==> config.mk <==
export PLATFORM = sky130hd
export DESIGN_NAME = bwr_ctrl
export DESIGN_NICKNAME = d
export VERILOG_FILES = /design/src/rtl/core/bwr_pkg.sv /design/src/rtl/core/bwr_ctrl.sv
export SDC_FILE = /design/constraint.sdc
export NUM_CORES = 1
export LEC_CHECK = 0
export ABC_AREA = 1
export BUFFER_PORTS_ARGS = -buffer_cell sky130_fd_sc_hd__buf_2
export CAP_MARGIN = 20
export CELL_PAD_IN_SITES_DETAIL_PLACEMENT = 1
export CELL_PAD_IN_SITES_GLOBAL_PLACEMENT = 1
export CORE_MARGIN = 2
export CORE_UTILIZATION = 25
export CTS_CLUSTER_DIAMETER = 60
export DETAILED_ROUTE_END_ITERATION = 8
export PLACE_DENSITY_LB_ADDON = 0.15
export SLEW_MARGIN = 25
export SYNTH_ARGS = -nofsm -noshare
export SYNTH_HDL_FRONTEND = slang
export SYNTH_SLANG_ARGS = --single-unit
==> constraint.sdc <==
create_clock -name clk -period 1.6 [get_ports clk]
set_clock_uncertainty 0.05 [all_clocks]
set_input_delay 0.48 -clock clk [delete_from_list [all_inputs] [get_ports clk]]
set_output_delay 0.48 -clock clk [all_outputs]
set_load 0.02 [all_outputs]
==> src/rtl/core/bwr_pkg.sv <==
`timescale 1ns / 1ps
// ----------------------------------------------------------------------------
// bwr_pkg
// Shared types, codes and constants of the breadcrumb waypoint return block.
// ----------------------------------------------------------------------------
package bwr_pkg;

  // Input command codes
  typedef enum logic [1:0] {
    CMD_POSE       = 2'd0,
    CMD_PUSH       = 2'd1,
    CMD_PUSH_SOUND = 2'd2,
    CMD_RETURN     = 2'd3
  } cmd_code_t;

  // Result event codes
  typedef enum logic [1:0] {
    EV_POP     = 2'd0,
    EV_STEER   = 2'd1,
    EV_PUSHED  = 2'd2,
    EV_DROPPED = 2'd3
  } event_t;

  // Controller states
  typedef enum logic [3:0] {
    ST_IDLE,
    ST_PUSH,
    ST_MULT,
    ST_CORDIC_INIT,
    ST_CORDIC,
    ST_HEAD,
    ST_SQX,
    ST_SQY,
    ST_SUM,
    ST_SQRT,
    ST_EMIT
  } state_t;

  // Controller to datapath commands
  typedef struct packed {
    logic load;
    logic set_return;
    logic push;
    logic mult;
    logic cordic_init;
    logic cordic_step;
    logic heading;
    logic sq_x;
    logic sq_y;
    logic sum;
    logic sqrt_step;
    logic emit;
  } dp_cmd_t;

  // Datapath to controller status
  typedef struct packed {
    logic out_free;
    logic report;
    logic cordic_last;
    logic sqrt_last;
  } dp_status_t;

  localparam int unsigned CORDIC_ITERS  = 18;
  localparam int unsigned SQRT_ITERS    = 26;
  localparam logic [8:0]  HEADING_RESET = 9'd180;
  localparam logic [15:0] RADIUS_RESET  = 16'd102;
  localparam logic signed [25:0] DEG90  = 26'sd5898240;
  // 180 degrees plus the 1/256 degree bias, units of 2^-16 degree
  localparam logic signed [25:0] HEAD_BIAS = 26'sd11796736;

  // atan(2^-i) in units of 2^-16 degree
  function automatic logic signed [25:0] atan_lut(input logic [4:0] i);
    logic signed [25:0] r;
    begin
      case (i)
        5'd0:    r = 26'sd2949120;
        5'd1:    r = 26'sd1740967;
        5'd2:    r = 26'sd919879;
        5'd3:    r = 26'sd466945;
        5'd4:    r = 26'sd234379;
        5'd5:    r = 26'sd117304;
        5'd6:    r = 26'sd58666;
        5'd7:    r = 26'sd29335;
        5'd8:    r = 26'sd14668;
        5'd9:    r = 26'sd7334;
        5'd10:   r = 26'sd3667;
        5'd11:   r = 26'sd1833;
        5'd12:   r = 26'sd917;
        5'd13:   r = 26'sd458;
        5'd14:   r = 26'sd229;
        5'd15:   r = 26'sd115;
        5'd16:   r = 26'sd57;
        5'd17:   r = 26'sd29;
        default: r = 26'sd0;
      endcase
      return r;
    end
  endfunction

endpackage

==> src/rtl/core/bwr_ctrl.sv <==
`timescale 1ns / 1ps
// ----------------------------------------------------------------------------
// bwr_ctrl
// Sequencer: steps the datapath through heading, distance and stack updates.
// ----------------------------------------------------------------------------
module bwr_ctrl (
  input  logic                clk,
  input  logic                rst,
  input  logic                in_valid,
  output logic                in_ready,
  input  logic [1:0]          in_cmd,
  input  bwr_pkg::dp_status_t status,
  output bwr_pkg::dp_cmd_t    cmd
);

  bwr_pkg::state_t state, state_next;

  // State register
  always_ff @(posedge clk) begin
    if (rst) begin
      state <= bwr_pkg::ST_IDLE;
    end else begin
      state <= state_next;
    end
  end

  // Next state and commands
  always_comb begin
    state_next = state;
    cmd        = '0;
    in_ready   = 1'b0;
    unique case (state)
      bwr_pkg::ST_IDLE: begin
        in_ready = 1'b1;
        if (in_valid) begin
          cmd.load = 1'b1;
          unique case (bwr_pkg::cmd_code_t'(in_cmd))
            bwr_pkg::CMD_RETURN: cmd.set_return = 1'b1;
            bwr_pkg::CMD_POSE:   state_next = bwr_pkg::ST_MULT;
            default:             state_next = bwr_pkg::ST_PUSH;
          endcase
        end
      end
      bwr_pkg::ST_PUSH: begin
        if (status.out_free) begin
          cmd.push   = 1'b1;
          state_next = bwr_pkg::ST_IDLE;
        end
      end
      bwr_pkg::ST_MULT: begin
        cmd.mult   = 1'b1;
        state_next = bwr_pkg::ST_CORDIC_INIT;
      end
      bwr_pkg::ST_CORDIC_INIT: begin
        cmd.cordic_init = 1'b1;
        state_next      = bwr_pkg::ST_CORDIC;
      end
      bwr_pkg::ST_CORDIC: begin
        cmd.cordic_step = 1'b1;
        if (status.cordic_last) begin
          state_next = bwr_pkg::ST_HEAD;
        end
      end
      bwr_pkg::ST_HEAD: begin
        cmd.heading = 1'b1;
        state_next  = status.report ? bwr_pkg::ST_SQX : bwr_pkg::ST_IDLE;
      end
      bwr_pkg::ST_SQX: begin
        cmd.sq_x   = 1'b1;
        state_next = bwr_pkg::ST_SQY;
      end
      bwr_pkg::ST_SQY: begin
        cmd.sq_y   = 1'b1;
        state_next = bwr_pkg::ST_SUM;
      end
      bwr_pkg::ST_SUM: begin
        cmd.sum    = 1'b1;
        state_next = bwr_pkg::ST_SQRT;
      end
      bwr_pkg::ST_SQRT: begin
        cmd.sqrt_step = 1'b1;
        if (status.sqrt_last) begin
          state_next = bwr_pkg::ST_EMIT;
        end
      end
      bwr_pkg::ST_EMIT: begin
        if (status.out_free) begin
          cmd.emit   = 1'b1;
          state_next = bwr_pkg::ST_IDLE;
        end
      end
      default: state_next = bwr_pkg::ST_IDLE;
    endcase
  end

endmodule

==> results of run 1 <==
==> routing by layer <==
layer,global-route usage [%],vias up,wire length [um]
li1,-,334,-
met1,20.10,301,707
met2,32.00,27,1095
met3,2.800,8,94
met4,14.12,0,72
met5,0,-,0
==> worst paths after layout <==
path / endpoint
max: cmd[10]
max reg2reg: state[0]
min reg2reg: state[3]
min: state[2]
==> where the power goes <==
part	internal, W	switching (W)	total (W)
clock	0.0000844	0.0000477	0.000132
combinational	0.000636	0.000776	0.00141
sequential	0.000164	0.0000925	0.000256
total	0.000884	0.000916	0.00180
==> logic make-up after synthesis <==
family	after synthesis	share of synthesized area (%)
buffers and inverters	17	15.22
DFF	4	19.11
AOI/OAI and AO/OA	1	1.193
and+or+nand+nor	62	64.48
==> cell type report <==
cell class	count	area [sq um]	area share, %
Multi-Input combinational cell	63	371.6	42.31
Sequential cell	4	95.09	10.83
Timing Repair Buffer	37	302.8	34.47
Tap cell	16	20.02	2.279
Inverter	17	66.31	7.550
Clock buffer	3	22.52	2.564
==> stage by stage <==
stage,worst slack [ns],cells,utilization [%],hold slack [ns]
final,-0.1599,140,56.98,0.3554
after global routing,-0.2197,140,56.98,0.3618
after CTS,-0.1386,135,47.16,0.3500
after detailed placement,-0.06516,125,37.58,0.4840
after global placement,-0.02911,125,37.58,0.4839
after floorplan,0.03150,84,-,0.4510
==> placed cells by master, fill, tap and decap left out, types with 6 or more instances in the layout <==
cell type	Yosys	routed
buf_2	0	8
buf_4	0	17
buf_6	0	12
inv_1	15	10
inv_2	2	6
nand2_1	19	13
nand3_1	11	11
nor2_1	22	16
nor2_4	0	6
==> what timing repair did <==
item / in CTS / in global routing
resized for setup: 27 / 36
pin swaps: 5 / 12
buffers inserted: 7 / 5
endpoints found under the setup margin: 13 / 16
==> worst max-delay path: stages, from the launching register on <==
cell and delay [ns]:
dfxtp_4 0.36, nor2_4 0.15, buf_6 0.12, nand2_4 0.06
nor3_2 0.13, buf_4 0.17
==> metrics.txt, run 1 <==
# TYPE chip_impl_metric gauge
chip_impl_metric{name="fp.dieArea",unit="sq um"} 2020
chip_impl_metric{name="ys_warn_count",unit=""} 0
chip_impl_metric{name="cts_buffers",unit=""} 3
chip_impl_metric{name="floorplan.initialDensity",unit="%"} 27.19
chip_impl_metric{name="initial_antenna_violation_count",unit=""} 0
chip_impl_metric{name="place_hpwl",unit="mm"} 1.182
chip_impl_metric{name="h-tree-depth",unit=""} 1
chip_impl_info{name="largest-register",value="state"} 1
chip_impl_metric{name="count_of_final_hold_check_violations",unit=""} 0
chip_impl_metric{name="worst_slew_margin_rel",unit="%"} 79.74
chip_impl_metric{name="syn_area",unit="sq um"} 419.2
chip_impl_metric{name="max_freq",unit="MHz"} 568.2
chip_impl_metric{name="grt_start_max_net_pins",unit=""} 8
chip_impl_metric{name="areaGrowthSynthToFinish",unit="%"} 109.6
chip_impl_metric{name="ctsHoldBuffers",unit=""} 0
chip_impl_metric{name="ratio_of_final_minimum_period_to_clock_period",unit="%"} 110.0
chip_impl_metric{name="final.setup.tns",unit="ns"} -1.069
chip_impl_metric{name="detailed_router_iteration_count_before_antenna_repair",unit=""} 4
chip_impl_metric{name="finish.net_count",unit=""} 135
chip_impl_metric{name="fillerInstances",unit=""} 204
chip_impl_info{name="run_status",value="finished with violations"} 1
chip_impl_metric{name="ioPinCount",unit=""} 22
chip_impl_metric{name="synth_top_area_share",unit="%"} 19.70
chip_impl_metric{name="min_path_cells",unit=""} 2
chip_impl_metric{name="worst_setup_hold_path_clk_slew",unit="ns"} 0.04
chip_impl_metric{name="synth.distinct_cells",unit=""} 12
chip_impl_metric{name="gp_congestion",unit=""} 0.7447
chip_impl_metric{name="finish.instance_area",unit="sq um"} 878.3
chip_impl_metric{name="antennaDiodeCount",unit=""} 0
chip_impl_metric{name="crit_required",unit="ns"} 1.07
chip_impl_info{name="holdCritPathClass",value="in2reg"} 1
chip_impl_info{name="clockRootBuffer",value="clkbuf_4"} 1
chip_impl_info{name="violations",value="negative setup slack"} 1
chip_impl_metric{name="setup_ws",unit="ns"} -0.1599
chip_impl_metric{name="place_area",unit="sq um"} 579.3
chip_impl_info{name="worst_r2r_startpoint",value="state[2]"} 1
chip_impl_metric{name="row_count",unit=""} 14
chip_impl_metric{name="floorplan.die.height",unit="um"} 44.95
chip_impl_metric{name="cp.arrival",unit="ns"} 1.23
chip_impl_metric{name="critical_path.max_fanout",unit=""} 4
chip_impl_metric{name="timing.final.crit_period",unit="ns"} 1.760
chip_impl_metric{name="synth-edff-count",unit=""} 0
chip_impl_metric{name="synth_sequential_area_ratio",unit="%"} 19.10
chip_impl_info{name="post-synth-top-area-cell",value="nor2_1"} 1
chip_impl_info{name="timing.critical_path.to_type",value="output port"} 1
chip_impl_metric{name="yosys_register_bits",unit=""} 4
chip_impl_metric{name="global_route.overflow_total",unit=""} 0
chip_impl_metric{name="vias_in_the_first_global_route",unit=""} 645
chip_impl_metric{name="maxSlewViolCount",unit=""} 0
chip_impl_metric{name="power.ir.vdd_worst",unit="V"} 0.0009295
chip_impl_metric{name="post_synth_inst_count",unit=""} 84
chip_impl_info{name="synth_top_cells_by_count",value="22 x nor2_1, 19 x nand2_1, 15 x inv_1, 11 x nand3_1"} 1
chip_impl_metric{name="via_count",unit=""} 670
chip_impl_metric{name="power",unit="W"} 0.001800
chip_impl_info{name="synthMostInstantiatedCell",value="nor2_1"} 1
chip_impl_metric{name="power_per_cell_area",unit="nW/um^2"} 2049
chip_impl_info{name="synthFlopType",value="dfxtp_1"} 1
chip_impl_info{name="timing.hold.worst.start",value="rst"} 1
chip_impl_info{name="largest_registers",value="state: 4 flops"} 1
chip_impl_info{name="timing.setup.critical_path_class",value="reg2out"} 1
chip_impl_metric{name="net_count_after_synthesis",unit=""} 93
chip_impl_metric{name="antenna_violating_nets_post_route",unit=""} 0
chip_impl_metric{name="max-cap-violations",unit=""} 0
chip_impl_metric{name="p_leak",unit="nW"} 0.4939
chip_impl_metric{name="post-route-drc-count",unit=""} 0
chip_impl_metric{name="clk_latency",unit="ns"} 0.24
chip_impl_metric{name="grt_first_pass_wirelength",unit="mm"} 2.677
chip_impl_metric{name="timing.reg2reg.setup_slack",unit="ns"} -0.01
chip_impl_info{name="tritoncts",value="built"} 1
chip_impl_metric{name="final_layout_size_suffix_gt1_share",unit="%"} 57.26
chip_impl_metric{name="vias_per_std_cell",unit=""} 4.786
chip_impl_info{name="ys_top_cells_by_area",value="nor2_1 20%, dfxtp_1 19%, nand2_1 17%"} 1
chip_impl_metric{name="clockBufferDepth",unit=""} 2
chip_impl_metric{name="count_of_buffers_inserted_at_the_top_level_ports",unit=""} 21
chip_impl_metric{name="async_flop_share",unit="%"} 0
chip_impl_metric{name="number_of_violations_reported_at_the_end_of_detailed_routing_iteration_0",unit=""} 10
chip_impl_metric{name="all_layer_global_routing_usage",unit="%"} 18.56
chip_impl_metric{name="drt_wl_total",unit="mm"} 1.970
chip_impl_metric{name="placeableCoreArea",unit="sq um"} 1541
chip_impl_metric{name="routed_wire_length_per_instance",unit="um"} 14.07
chip_impl_metric{name="syn-mean-instance-area",unit="sq um"} 4.990
chip_impl_metric{name="floorplan.die.width",unit="um"} 44.95
chip_impl_metric{name="largest_reg_flops",unit=""} 4
chip_impl_info{name="setup.worst_path.start",value="state[2]"} 1
chip_impl_metric{name="worst_r2r_path_depth",unit=""} 12
chip_impl_info{name="startpoint_type",value="register"} 1
chip_impl_metric{name="clock-sinks",unit=""} 4
chip_impl_info{name="grt_setup_unrepaired",value="true"} 1
chip_impl_metric{name="finalSetupViolations",unit=""} 15
chip_impl_metric{name="worstMarginPinSlew",unit="ns"} 0.3011
Note: power is estimated with default switching activity, not from simulation.
==> inputs of run 2 (changes only) <==
- SKIP_CTS_REPAIR_TIMING: unset -> 1
==> metrics.txt, run 2 (synthesis results as in run 1) <==
# TYPE chip_impl_metric gauge
chip_impl_info{name="tritoncts",value="built"} 1
chip_impl_metric{name="vias_per_std_cell",unit=""} 4.669
chip_impl_metric{name="ratio_of_final_minimum_period_to_clock_period",unit="%"} 110.4
chip_impl_metric{name="clockBufferDepth",unit=""} 2
chip_impl_info{name="worst_r2r_startpoint",value="state[0]"} 1
chip_impl_info{name="timing.critical_path.to_type",value="output port"} 1
chip_impl_metric{name="final.setup.tns",unit="ns"} -0.9886
chip_impl_metric{name="finish.instance_area",unit="sq um"} 768.2
chip_impl_metric{name="cts_buffers",unit=""} 3
chip_impl_metric{name="antenna_violating_nets_post_route",unit=""} 0
chip_impl_metric{name="floorplan.die.width",unit="um"} 44.95
chip_impl_metric{name="fillerInstances",unit=""} 228
chip_impl_metric{name="vias_in_the_first_global_route",unit=""} 568
chip_impl_metric{name="detailed_router_iteration_count_before_antenna_repair",unit=""} 3
chip_impl_metric{name="place_hpwl",unit="mm"} 1.182
chip_impl_metric{name="gp_congestion",unit=""} 0.7447
chip_impl_metric{name="global_route.overflow_total",unit=""} 0
chip_impl_metric{name="worst_slew_margin_rel",unit="%"} 78.99
chip_impl_info{name="largest-register",value="state"} 1
chip_impl_metric{name="routed_wire_length_per_instance",unit="um"} 12.11
chip_impl_metric{name="power.ir.vdd_worst",unit="V"} 0.0008452
chip_impl_metric{name="worst_r2r_path_depth",unit=""} 7
chip_impl_metric{name="grt_first_pass_wirelength",unit="mm"} 2.270
chip_impl_metric{name="h-tree-depth",unit=""} 1
chip_impl_info{name="most_frequent_cells_in_the_layout",value="17 x nand2_1, 17 x nor2_1, 15 x buf_4"} 1
chip_impl_metric{name="floorplan.die.height",unit="um"} 44.95
chip_impl_metric{name="worstMarginPinSlew",unit="ns"} 0.3145
chip_impl_metric{name="initial_antenna_violation_count",unit=""} 0
chip_impl_metric{name="cp.arrival",unit="ns"} 1.24
chip_impl_metric{name="crit_required",unit="ns"} 1.07
chip_impl_metric{name="min_path_cells",unit=""} 2
chip_impl_metric{name="timing.reg2reg.setup_slack",unit="ns"} 0.22
chip_impl_metric{name="power_per_cell_area",unit="nW/um^2"} 1945
chip_impl_metric{name="place_area",unit="sq um"} 579.3
chip_impl_metric{name="clock-sinks",unit=""} 4
chip_impl_metric{name="p_leak",unit="nW"} 0.4453
chip_impl_metric{name="post-route-util",unit="%"} 49.84
chip_impl_metric{name="finalSetupViolations",unit=""} 13
chip_impl_metric{name="via_count",unit=""} 621
chip_impl_info{name="timing.hold.worst.start",value="rst"} 1
chip_impl_metric{name="areaGrowthSynthToFinish",unit="%"} 83.28
chip_impl_info{name="violations",value="negative setup slack"} 1
chip_impl_metric{name="post-route-drc-count",unit=""} 0
chip_impl_info{name="holdCritPathClass",value="in2reg"} 1
chip_impl_metric{name="worst_setup_hold_path_clk_slew",unit="ns"} 0.04
chip_impl_info{name="hold_end",value="state[2]"} 1
chip_impl_metric{name="grt_start_max_net_pins",unit=""} 8
chip_impl_metric{name="max_freq",unit="MHz"} 566.0
chip_impl_metric{name="finalHoldWorstSlack",unit="ns"} 0.3569
chip_impl_metric{name="max-cap-violations",unit=""} 0
chip_impl_metric{name="number_of_violations_reported_at_the_end_of_detailed_routing_iteration_0",unit=""} 6
chip_impl_info{name="timing.rr.end",value="state[1]"} 1
chip_impl_info{name="startpoint_type",value="register"} 1
chip_impl_info{name="grt_setup_unrepaired",value="true"} 1
chip_impl_metric{name="antennaDiodeCount",unit=""} 0
chip_impl_metric{name="maxSlewViolCount",unit=""} 0
chip_impl_metric{name="fp.dieArea",unit="sq um"} 2020
chip_impl_info{name="run_status",value="finished with violations"} 1
chip_impl_info{name="timing.setup.critical_path_class",value="reg2out"} 1
chip_impl_metric{name="largest_reg_flops",unit=""} 4
chip_impl_metric{name="placeableCoreArea",unit="sq um"} 1541
chip_impl_metric{name="all_layer_global_routing_usage",unit="%"} 15.60
chip_impl_metric{name="drt_wl_total",unit="mm"} 1.610
chip_impl_metric{name="multiInputGateArea",unit="sq um"} 344.1
chip_impl_metric{name="floorplan.initialDensity",unit="%"} 27.19
chip_impl_metric{name="ioPinCount",unit=""} 22
chip_impl_metric{name="clk_latency",unit="ns"} 0.24
chip_impl_metric{name="final_layout_size_suffix_gt1_share",unit="%"} 48.72
chip_impl_metric{name="count_of_buffers_inserted_at_the_top_level_ports",unit=""} 21
chip_impl_metric{name="setup_ws",unit="ns"} -0.1668
chip_impl_metric{name="row_count",unit=""} 14
chip_impl_info{name="clockRootBuffer",value="clkbuf_4"} 1
chip_impl_metric{name="count_of_final_hold_check_violations",unit=""} 0
chip_impl_metric{name="critical_path.max_fanout",unit=""} 5
chip_impl_metric{name="timing.final.crit_period",unit="ns"} 1.767
chip_impl_metric{name="finish.net_count",unit=""} 128
chip_impl_metric{name="area_of_all_sequential_standard_cells",unit="sq um"} 92.59
chip_impl_info{name="largest_registers",value="state: 4 flops"} 1
-- run 2: cell count changes in the layout (fill, tap and decap cells not counted), moves of 2 or more --
cell | before | now
buf_6 | 12 | 6
nand2_1 | 13 | 17
buf_4 | 17 | 15
inv_1 | 10 | 12
nand2_2 | 4 | 2
nand2_4 | 4 | 2
-- run 2: area by class of cell --
| type | count | area share, % |
|---|---|---|
| multi-input combinational | 63 | 44.79 |
| inverter | 17 | 8.306 |
| tap | 16 | 2.606 |
| timing repair buffer | 30 | 29.32 |
| sequential | 4 | 12.05 |
| clock buffer | 3 | 2.932 |
-- run 2: layer usage --
metal | up-vias | wire length, um | GRT usage [%]
met5 | - | 0 | 0
met4 | 0 | 23 | 8.824
met3 | 6 | 102 | 2.400
met2 | 22 | 863 | 27.14
met1 | 271 | 621 | 17.92
li1 | 322 | - | -
-- run 2: worst max-delay path, stage by stage (launching register included) --
cell	delay, ns
dfxtp_4	0.38
inv_1	0.07
nor2_2	0.16
nand2_1	0.10
nor2_1	0.12
buf_4	0.16
-- run 2: stage by stage --
step	setup slack (ns)	power, W	std cells
floorplan	0.03150	0.0007660	84
global placement	-0.02911	0.001034	125
detailed placement	-0.06516	0.001052	125
CTS	-0.3340	0.001194	128
global route	-0.2213	0.001627	133
finish	-0.1668	0.001494	133
-- run 2: how the worst max path moves through the flow --
stage,startpoint,to,slack [ns]
after floorplan,state[3],cmd[4],0.03
after CTS,state[0],cmd[9],-0.33
final,state[0],cmd[9],-0.17
after detailed placement,state[0],cmd[9],-0.07
after global placement,state[0],cmd[10],-0.03
after global routing,state[0],cmd[9],-0.22
-- run 2: report_power, final --
group	internal, W	switching [W]	leakage, nW	total, W
Combinational	0.000468	0.000655	0.396	0.00112
Sequential	0.000163	0.0000760	0.0353	0.000239
Clock	0.0000844	0.0000484	0.0138	0.000133
Total	0.000715	0.000779	0.445	0.00149
